### config.mk
export PLATFORM = sky130hd
export DESIGN_NAME = ethernet_packet_classifier
export DESIGN_NICKNAME = d
export VERILOG_FILES = /design/src/rtl/ecls_pkg.sv /design/src/rtl/ethernet_packet_classifier.sv /design/src/rtl/ecls_parser.sv /design/src/rtl/ecls_counters.sv
export SDC_FILE = /design/constraint.sdc
export NUM_CORES = 1
export LEC_CHECK = 0
export ABC_AREA = 1
export BUFFER_PORTS_ARGS = -buffer_cell sky130_fd_sc_hd__buf_2
export CORE_ASPECT_RATIO = 1.75
export CORE_MARGIN = 4
export CORE_UTILIZATION = 50
export DETAILED_ROUTE_END_ITERATION = 6
export MAX_ROUTING_LAYER = met4
export PLACE_DENSITY = 0.73
export SLEW_MARGIN = 20
export SYNTH_ARGS = -nofsm -noshare
export SYNTH_HDL_FRONTEND = slang
export SYNTH_SLANG_ARGS = --single-unit
### constraint.sdc
create_clock -name clk_i -period 5.7 [get_ports clk_i]
set_clock_uncertainty 0.05 [all_clocks]
set_input_delay 0.57 -clock clk_i [delete_from_list [all_inputs] [get_ports clk_i]]
set_output_delay 0.57 -clock clk_i [all_outputs]
set_load 0.01 [all_outputs]
### src/rtl/ecls_pkg.sv
`timescale 1ns / 1ps
// ----------------------------------------------------------------------------
// ecls_pkg
// Shared types and constants for the Ethernet L3/L4 frame classifier.
// ----------------------------------------------------------------------------
package ecls_pkg;

  localparam int CntWidth = 32;
  localparam int NumCnt   = 10;

  localparam logic [15:0] EthArp  = 16'h0806;
  localparam logic [15:0] EthIpv4 = 16'h0800;
  localparam logic [15:0] EthIpv6 = 16'h86dd;

  localparam logic [7:0] ProtoIcmp  = 8'h01;
  localparam logic [7:0] ProtoTcp   = 8'h06;
  localparam logic [7:0] ProtoUdp   = 8'h11;
  localparam logic [7:0] ProtoIcmp6 = 8'h3a;

  localparam logic [15:0] WatchedPortRst = 16'd80;

  localparam logic [7:0] EthHdrLen  = 8'd14;
  localparam logic [7:0] ArpLen     = 8'd28;
  localparam logic [7:0] Ipv6HdrLen = 8'd40;
  localparam logic [5:0] Ipv4MinHdr = 6'd20;
  localparam logic [7:0] IcmpLen    = 8'd8;
  localparam logic [7:0] TcpLen     = 8'd20;
  localparam logic [7:0] UdpLen     = 8'd8;

  // byte offsets inside the frame
  localparam logic [7:0] PosTypeHi  = 8'd12;
  localparam logic [7:0] PosTypeLo  = 8'd13;
  localparam logic [7:0] PosIhl     = 8'd14;
  localparam logic [7:0] PosL3Start = 8'd15;
  localparam logic [7:0] PosV6Next  = 8'd20;
  localparam logic [7:0] PosV4Proto = 8'd23;
  localparam logic [7:0] PosMax     = 8'd255;

  typedef enum logic [3:0] {
    CLS_ARP     = 4'd0,
    CLS_ICMP    = 4'd1,
    CLS_ICMP6   = 4'd2,
    CLS_TCP     = 4'd3,
    CLS_HTTP    = 4'd4,
    CLS_UDP     = 4'd5,
    CLS_OTHER   = 4'd6,
    CLS_UNKNOWN = 4'd7,
    CLS_TRUNC   = 4'd8
  } pkt_class_e;

  typedef enum logic [3:0] {
    CNT_TOTAL = 4'd0,
    CNT_ARP   = 4'd1,
    CNT_IP4   = 4'd2,
    CNT_IP6   = 4'd3,
    CNT_ICMP  = 4'd4,
    CNT_ICMP6 = 4'd5,
    CNT_TCP   = 4'd6,
    CNT_HTTP  = 4'd7,
    CNT_UDP   = 4'd8,
    CNT_OTHER = 4'd9
  } cnt_idx_e;

  typedef struct packed {
    pkt_class_e        cls;
    logic              accepted;
    logic [15:0]       ether_type;
    logic [7:0]        ip_protocol;
    logic [15:0]       src_port;
    logic [15:0]       dst_port;
    logic [NumCnt-1:0] bump;
    cnt_idx_e          cnt_sel;
    logic              cnt_sel_vld;
  } frame_res_t;

endpackage

### src/rtl/ethernet_packet_classifier.sv
`timescale 1ns / 1ps
// ----------------------------------------------------------------------------
// ethernet_packet_classifier
// Classifies Ethernet frames fed one byte per word and reports one result
// word per frame with parsed header fields and per-class counts.
// ----------------------------------------------------------------------------
//  channel  | direction | handshake               | payload
//  ---------+-----------+-------------------------+---------------------------
//  in       | in        | in_valid_i / in_stall_o | frame_byte_i, last_byte_i
//  out      | out       | out_valid_o/out_stall_i | class, fields, counts
//  cfg      | in        | cfg_we_i                | cfg_wdata_i (watched port)
//
// one input word per cycle while in_stall_o is low; a word waits in the input
// register and a frame's result word moves from there to the output register.
// the header parse is a single pass of logic behind the input register.
// reset clears the frame state, the counters and sets the watched port to 80.
// a stalled result only holds back the frame's last byte; other bytes flow.
// ----------------------------------------------------------------------------
module ethernet_packet_classifier import ecls_pkg::*; (
  input  logic        clk_i,
  input  logic        rst_ni,
  input  logic        in_valid_i,
  output logic        in_stall_o,
  input  logic [7:0]  frame_byte_i,
  input  logic        last_byte_i,
  output logic        out_valid_o,
  input  logic        out_stall_i,
  output logic [3:0]  packet_class_o,
  output logic        accepted_o,
  output logic [15:0] ether_type_o,
  output logic [7:0]  ip_protocol_o,
  output logic [15:0] source_port_o,
  output logic [15:0] dest_port_o,
  output logic [31:0] total_count_o,
  output logic [31:0] class_count_o,
  input  logic        cfg_we_i,
  input  logic [15:0] cfg_wdata_i
);

  logic        s1_valid_q;
  logic [7:0]  s1_byte_q;
  logic        s1_last_q;
  logic        out_valid_q;
  logic [15:0] watched_port_q;
  logic        fire, emit, s1_load;

  frame_res_t          res;
  logic [CntWidth-1:0] total_cnt, class_cnt;

  // the last byte needs a free output slot
  assign fire    = s1_valid_q && (!s1_last_q || !out_valid_q || !out_stall_i);
  assign emit    = fire && s1_last_q;
  assign s1_load = !s1_valid_q || fire;

  assign in_stall_o  = s1_valid_q && !fire;
  assign out_valid_o = out_valid_q;

  ecls_parser u_parser (
    .clk_i          (clk_i),
    .rst_ni         (rst_ni),
    .step_i         (fire),
    .byte_i         (s1_byte_q),
    .last_i         (s1_last_q),
    .watched_port_i (watched_port_q),
    .res_o          (res)
  );

  ecls_counters u_counters (
    .clk_i       (clk_i),
    .rst_ni      (rst_ni),
    .upd_i       (emit),
    .bump_i      (res.bump),
    .sel_i       (res.cnt_sel),
    .sel_vld_i   (res.cnt_sel_vld),
    .total_o     (total_cnt),
    .class_cnt_o (class_cnt)
  );

  always_ff @(posedge clk_i or negedge rst_ni) begin
    if (!rst_ni) begin
      watched_port_q <= WatchedPortRst;
    end else if (cfg_we_i) begin
      watched_port_q <= cfg_wdata_i;
    end
  end

  always_ff @(posedge clk_i or negedge rst_ni) begin
    if (!rst_ni) begin
      s1_valid_q <= 1'b0;
    end else if (s1_load) begin
      s1_valid_q <= in_valid_i;
    end
  end

  always_ff @(posedge clk_i) begin
    if (s1_load && in_valid_i) begin
      s1_byte_q <= frame_byte_i;
      s1_last_q <= last_byte_i;
    end
  end

  always_ff @(posedge clk_i or negedge rst_ni) begin
    if (!rst_ni) begin
      out_valid_q <= 1'b0;
    end else if (emit) begin
      out_valid_q <= 1'b1;
    end else if (!out_stall_i) begin
      out_valid_q <= 1'b0;
    end
  end

  always_ff @(posedge clk_i) begin
    if (emit) begin
      packet_class_o <= res.cls;
      accepted_o     <= res.accepted;
      ether_type_o   <= res.ether_type;
      ip_protocol_o  <= res.ip_protocol;
      source_port_o  <= res.src_port;
      dest_port_o    <= res.dst_port;
      total_count_o  <= 32'(total_cnt);
      class_count_o  <= 32'(class_cnt);
    end
  end

endmodule

### src/rtl/ecls_parser.sv
`timescale 1ns / 1ps
// ----------------------------------------------------------------------------
// ecls_parser
// Per-frame header state and the end-of-frame class decision.
// ----------------------------------------------------------------------------
module ecls_parser import ecls_pkg::*; (
  input  logic        clk_i,
  input  logic        rst_ni,
  input  logic        step_i,
  input  logic [7:0]  byte_i,
  input  logic        last_i,
  input  logic [15:0] watched_port_i,
  output frame_res_t  res_o
);

  logic [7:0]  pos_q, pos_d;
  logic [15:0] type_q, type_d;
  logic [5:0]  hlen_q, hlen_d;
  logic [7:0]  proto_q, proto_d;
  logic [15:0] sport_q, sport_d;
  logic [15:0] dport_q, dport_d;

  logic [5:0] ihl_bytes;
  logic [8:0] toff_cur, toff_end, rel, len;
  logic       is4, is6, hdr_ok;

  // header update for the current word
  always_comb begin
    type_d  = type_q;
    hlen_d  = hlen_q;
    proto_d = proto_q;
    sport_d = sport_q;
    dport_d = dport_q;
    ihl_bytes = {byte_i[3:0], 2'b00};
    toff_cur = (type_q == EthIpv6) ? {1'b0, EthHdrLen + Ipv6HdrLen}
                                   : {1'b0, EthHdrLen} + {3'b000, hlen_q};
    rel = {1'b0, pos_q} - toff_cur;

    if (pos_q == PosTypeHi) begin
      type_d = {byte_i, 8'h00};
    end else if (pos_q == PosTypeLo) begin
      type_d = {type_q[15:8], byte_i};
    end else if (pos_q == PosIhl && type_q == EthIpv4) begin
      hlen_d = (ihl_bytes < Ipv4MinHdr) ? Ipv4MinHdr : ihl_bytes;
    end
    if ((type_d == EthIpv4 && pos_q == PosV4Proto) ||
        (type_d == EthIpv6 && pos_q == PosV6Next)) begin
      proto_d = byte_i;
    end
    // transport ports: source in first two bytes, destination in next two
    if (pos_q >= PosL3Start && {1'b0, pos_q} >= toff_cur && rel < 9'd4) begin
      if (rel[1]) begin
        dport_d = {dport_q[7:0], byte_i};
      end else begin
        sport_d = {sport_q[7:0], byte_i};
      end
    end
    pos_d = (pos_q == PosMax) ? pos_q : pos_q + 8'd1;
  end

  // class decision on the state including this word
  always_comb begin
    len      = {1'b0, pos_d};
    toff_end = (type_d == EthIpv6) ? {1'b0, EthHdrLen + Ipv6HdrLen}
                                   : {1'b0, EthHdrLen} + {3'b000, hlen_d};
    is4      = (pos_d >= EthHdrLen) && (type_d == EthIpv4);
    is6      = (pos_d >= EthHdrLen) && (type_d == EthIpv6);
    hdr_ok   = is4 ? (len >= toff_end) : (pos_d >= EthHdrLen + Ipv6HdrLen);

    res_o             = '0;
    res_o.cls         = CLS_TRUNC;
    res_o.cnt_sel     = CNT_TOTAL;
    res_o.cnt_sel_vld = 1'b0;

    if (pos_d >= EthHdrLen) begin
      res_o.bump[CNT_TOTAL] = 1'b1;
      if (type_d == EthArp) begin
        if (pos_d >= EthHdrLen + ArpLen) begin
          res_o.cls = CLS_ARP;
          res_o.bump[CNT_ARP] = 1'b1;
          res_o.cnt_sel = CNT_ARP;
          res_o.cnt_sel_vld = 1'b1;
        end
      end else if (is4 || is6) begin
        if (hdr_ok) begin
          if (is4) begin
            res_o.bump[CNT_IP4] = 1'b1;
          end else begin
            res_o.bump[CNT_IP6] = 1'b1;
          end
          if (is4 && proto_d == ProtoIcmp) begin
            if (len >= toff_end + {1'b0, IcmpLen}) begin
              res_o.cls = CLS_ICMP;
              res_o.bump[CNT_ICMP] = 1'b1;
              res_o.cnt_sel = CNT_ICMP;
              res_o.cnt_sel_vld = 1'b1;
            end
          end else if (is6 && proto_d == ProtoIcmp6) begin
            if (len >= toff_end + {1'b0, IcmpLen}) begin
              res_o.cls = CLS_ICMP6;
              res_o.bump[CNT_ICMP6] = 1'b1;
              res_o.cnt_sel = CNT_ICMP6;
              res_o.cnt_sel_vld = 1'b1;
            end
          end else if (proto_d == ProtoTcp) begin
            if (len >= toff_end + {1'b0, TcpLen}) begin
              res_o.src_port = sport_d;
              res_o.dst_port = dport_d;
              res_o.cnt_sel_vld = 1'b1;
              if (sport_d == watched_port_i || dport_d == watched_port_i) begin
                res_o.cls = CLS_HTTP;
                res_o.bump[CNT_HTTP] = 1'b1;
                res_o.cnt_sel = CNT_HTTP;
              end else begin
                res_o.cls = CLS_TCP;
                res_o.bump[CNT_TCP] = 1'b1;
                res_o.cnt_sel = CNT_TCP;
              end
            end
          end else if (proto_d == ProtoUdp) begin
            if (len >= toff_end + {1'b0, UdpLen}) begin
              res_o.src_port = sport_d;
              res_o.dst_port = dport_d;
              res_o.cls = CLS_UDP;
              res_o.bump[CNT_UDP] = 1'b1;
              res_o.cnt_sel = CNT_UDP;
              res_o.cnt_sel_vld = 1'b1;
            end
          end else begin
            res_o.cls = CLS_UNKNOWN;
          end
        end
      end else begin
        res_o.cls = CLS_OTHER;
        res_o.bump[CNT_OTHER] = 1'b1;
        res_o.cnt_sel = CNT_OTHER;
        res_o.cnt_sel_vld = 1'b1;
      end
      res_o.ether_type = type_d;
    end

    res_o.accepted = (res_o.cls <= CLS_UDP);
    // protocol byte only counts once it actually arrived
    if ((is4 && pos_d >= PosV4Proto + 8'd1) || (is6 && pos_d >= PosV6Next + 8'd1)) begin
      res_o.ip_protocol = proto_d;
    end
  end

  always_ff @(posedge clk_i or negedge rst_ni) begin
    if (!rst_ni) begin
      pos_q   <= '0;
      type_q  <= '0;
      hlen_q  <= '0;
      proto_q <= '0;
      sport_q <= '0;
      dport_q <= '0;
    end else if (step_i) begin
      if (last_i) begin
        pos_q   <= '0;
        type_q  <= '0;
        hlen_q  <= '0;
        proto_q <= '0;
        sport_q <= '0;
        dport_q <= '0;
      end else begin
        pos_q   <= pos_d;
        type_q  <= type_d;
        hlen_q  <= hlen_d;
        proto_q <= proto_d;
        sport_q <= sport_d;
        dport_q <= dport_d;
      end
    end
  end

endmodule

### src/rtl/ecls_counters.sv
`timescale 1ns / 1ps
// ----------------------------------------------------------------------------
// ecls_counters
// Bank of wrapping per-class frame counters, cleared at reset.
// ----------------------------------------------------------------------------
module ecls_counters import ecls_pkg::*; (
  input  logic                clk_i,
  input  logic                rst_ni,
  input  logic                upd_i,
  input  logic [NumCnt-1:0]   bump_i,
  input  cnt_idx_e            sel_i,
  input  logic                sel_vld_i,
  output logic [CntWidth-1:0] total_o,
  output logic [CntWidth-1:0] class_cnt_o
);

  logic [CntWidth-1:0] cnt_q [NumCnt];
  logic [CntWidth-1:0] cnt_inc [NumCnt];

  always_comb begin
    for (int i = 0; i < NumCnt; i++) begin
      cnt_inc[i] = cnt_q[i] + CntWidth'(1);
    end
    total_o     = bump_i[CNT_TOTAL] ? cnt_inc[CNT_TOTAL] : cnt_q[CNT_TOTAL];
    class_cnt_o = sel_vld_i ? cnt_inc[sel_i] : '0;
  end

  always_ff @(posedge clk_i or negedge rst_ni) begin
    if (!rst_ni) begin
      for (int i = 0; i < NumCnt; i++) begin
        cnt_q[i] <= '0;
      end
    end else if (upd_i) begin
      for (int i = 0; i < NumCnt; i++) begin
        if (bump_i[i]) begin
          cnt_q[i] <= cnt_inc[i];
        end
      end
    end
  end

endmodule

==> results.md <==
- Placer congestion estimate: between 1 and 1.5
- Max-slew headroom: about two fifths
- Total GRT Usage: 28.50%
- Global-route wire length before repair: about 140 mm
- Slack of the critical path: between 0.2 and 0.25 ns
- Worst Hold End: s1_byte_q[2]
- Slew Limit Fails: 0
- Post-route setup TNS: 0 ns
- CTS tree: done
- Synthesized area per cell: between 7 and 8 um^2
- Via count: between 20000 and 30000
- Clock latency on the worst-skew pair: 0.62 ns
- Worst slew pin tran: approximately 0.9 ns
- DIE WIDTH: between 150 and 200 um
- Largest net degree at the start of global routing: ~140
- Worst Setup End Kind: flop
- Die area: around 62000 um^2
- Fin area: between 30000 and 40000 um^2
- Finished Core Util: between 50% and 60%
- Vias in the first global route: between 20000 and 30000
- Mapped cell area: just under 30000 um^2
- Number of antenna violations at the first check in global routing: 0
- Uppermost routed layer: met4
- Clk sinks: between 400 and 500
- Failing checks: design-rule violations
- Ys flop type: dfrtp_1
- Setup CP Type: flop to flop
- Placed cell count: approximately 4700
- Reg2Reg Depth: 34
- Setup WS pre-CTS: about 0.014 ns
- DRT Pass-1 Iters: 7
- WHS Path Cells: 1
- Buffers on Ports: between 150 and 200
- Worst R2R Start: u_parser.type_q[10]
- Worst path arrival time: 5.77 ns
- PwrDens: between 200 and 300 nW/um^2
- Share of layout cells above drive strength 1: around 11%
- Met3 WL: 4.761 mm
- Reg2reg end: class_count_o[8]
- Clk buf depth: 3
- Area after DPL: just over 30000 um^2
- Initial DRC count: between 1500 and 2000
- Critical path launch point: u_parser.type_q[10]
- Worst path bufs/invs: 8
- Max cap viols: 0
- Synthesis Warnings: 0
- WL per Instance: roughly 18 um
- Post-DRT Antenna Nets: 0
- Core box area: 57480 um^2
- Ys async rst share: a little over 70%
- Post-synth EDFFs: ~130
- TritonCTS buffer count: 48
- Final worst-path cycle share: a little over nine tenths
- Setup violation total in the final timing report: 0
- Total routed wirelength: 88.06 mm
- Peak supply drop: between 0.0002 and 0.0003 V
- Post-layout net count: 4038
- Crit-path max FO: 32
- Worst-path clk slew: approximately 0.06 ns
- Root Buffer: clkbuf_16
- Starting Density: between 50 and 60%
- Reg2Reg Setup Slack: ~0.24 ns
- Hold Vio Cnt, Final: 0
- Status: finished with violations
- Post-Synthesis Cells: between 3000 and 4000
- Area growth syn-to-layout: 13.22%
- Worst path required time: ~6.0 ns
- Cell variety after synth: 56
- Hold/Removal Path Class: input pin to flop
- Met2 wire len: around 45 mm
- Vias/cell: around 5.5
- Register area share after synthesis: a little over two fifths
- I/O pins: about 160
- Power, Total: about 9 mW
- DRT met1 WL: ~31 mm
- Slowest cell on crit path: dfrtp_1
- Final hold slack: around 0.094 ns
- DRC Markers: 2
- FP Rows: approximately 120
- Yosys reg bits: slightly below 500
- H-tree levels: 2
- Die H: roughly 330 um
- Startpoint Class: flop
- Tmin final: between 5 and 6 ns
- P_leak: around 15 nW
- Hold Startpoint: frame_byte_i[2]
- Non-Filler Instances: roughly 4800
- CP peak stage delay: 0.43 ns
- Post-detail-place hpwl: roughly 65 mm
- Cell repeated most along the worst path: nand2_1
- Delay-heaviest family, CP: simple AND/OR/NAND/NOR gates
- GRT overflow: 0
- F_max: about 180 MHz
- Syn nets: slightly below 4000
[Yosys cell counts (all sizes together), types with 40 or more instances]
cell type	instances	area (um^2)
o211ai	43	322.8
o21ai	384	1941
a21oi	82	425.4
nor3	72	365.3
nor2	343	1366
o22ai	62	387.9
xor2	186	1629
clkbuf	100	375.4
buf	41	279.0
edfxtp	134	4024
inv	508	1907
nand2	983	3737
nand3	229	1181
ha	44	550.5
nand4	63	424.2
dfrtp	346	8658
nor4	44	281.5
xnor2	40	350.3
[report_power, final]
| group | leakage, nW | switching (mW) | internal [mW] | total [mW] |
|---|---|---|---|---|
| registers | 5.78 | 0.232 | 3.84 | 4.08 |
| logic | 8.80 | 0.918 | 0.432 | 1.35 |
| clock network | 0.790 | 1.45 | 1.89 | 3.34 |
[cell type report]
cell class	instances	area [um^2]
repair buffers	256	1768
fillers	5363	24530
clock inverters	25	276.5
flip-flops and latches	482	12730
diodes	1	2.502
inverters	510	1927
multi-input cells	2665	13930
well taps	767	959.7
clock buffers	64	1344
[how the worst max path moves through the flow]
| stage | cells after the start | to | slack (ns) |
|---|---|---|---|
| after floorplan | 8 | u_counters.cnt_q[288] | 0.14 |
| after global placement | 35 | class_count_o[24] | 0.18 |
| after detailed placement | 36 | class_count_o[8] | 0.01 |
| after CTS | 36 | class_count_o[8] | 0.02 |
| after global routing | 37 | class_count_o[8] | -0.06 |
| final | 34 | class_count_o[8] | 0.24 |
[layout by cell type, fill, tap and decap left out, types with 5 or more instances in the layout]
cell type / synthesis / layout
nand3b_1: 6 / 6
o21a_1: 7 / 7
clkinv_2: 0 / 8
buf_12: 0 / 13
nand3_1: 222 / 219
dfrtp_1: 346 / 346
nor2_2: 13 / 14
nor3_1: 71 / 69
inv_2: 11 / 16
o21bai_1: 6 / 6
buf_2: 19 / 155
nand2_1: 972 / 970
xor2_1: 186 / 186
clkbuf_1: 100 / 10
inv_1: 497 / 491
a31oi_1: 5 / 5
nand4_1: 61 / 61
nand2_2: 7 / 9
o211ai_1: 43 / 43
buf_4: 3 / 82
nor4_1: 43 / 40
o22ai_1: 62 / 62
bufinv_16: 0 / 5
mux2i_1: 14 / 14
ha_1: 44 / 42
clkinvlp_4: 0 / 5
clkbuf_16: 0 / 51
edfxtp_1: 134 / 134
o21ai_1: 58 / 69
o21ai_0: 323 / 311
xnor2_1: 40 / 40
a21oi_2: 1 / 5
mux2_2: 31 / 31
nand3_2: 7 / 8
nor2_1: 325 / 320
a21oi_1: 80 / 76
nor2_4: 4 / 8
[what timing repair did]
item	CTS	global route
setup buffers	0	4
hold endpoints to repair	27	0
endpoints found under the setup margin	0	95
gates resized for setup	0	44
hold buffers	1	0
[worst reg2reg max path, delay by kind of cell (launching register included)]
| family | cells | cell delay, ns |
|---|---|---|
| adders and majority gates | 1 | 0.33 |
| buffers and inverters | 8 | 1.18 |
| DFF | 1 | 0.43 |
| AOI/OAI and AO/OA | 4 | 0.66 |
| and+or+nand+nor | 21 | 2.55 |
[registers in the layout (all words and copies together), names as in the netlist, 16 cells and up]
signal / flops
class_count_o: 32
u_parser.dport_q: 16
u_counters.cnt_q: 260
ether_type_o: 16
total_count_o: 32
u_parser.sport_q: 16
source_port_o: 16
u_parser.type_q: 16
dest_port_o: 16
watched_port_q: 16
[logic make-up after synthesis]
logic type | Yosys count | share of synthesized area, %
AND/OR/NAND/NOR | 1752 | 25.72
buffers and inverters | 651 | 8.827
AO/OA/AOI/OAI | 597 | 11.24
flip-flops | 482 | 43.76
XOR/XNOR | 226 | 6.802
multiplexers | 45 | 1.681
adder cells (fa/ha/maj) | 45 | 1.961
[metal layers]
layer  GRT usage, %  vias up
met2          49.15      967
met1          29.83    12280
met4          20.33        0
met3          3.635      359
li1               -    12670
met5              -        -
Power figures use the tool's default switching activity.
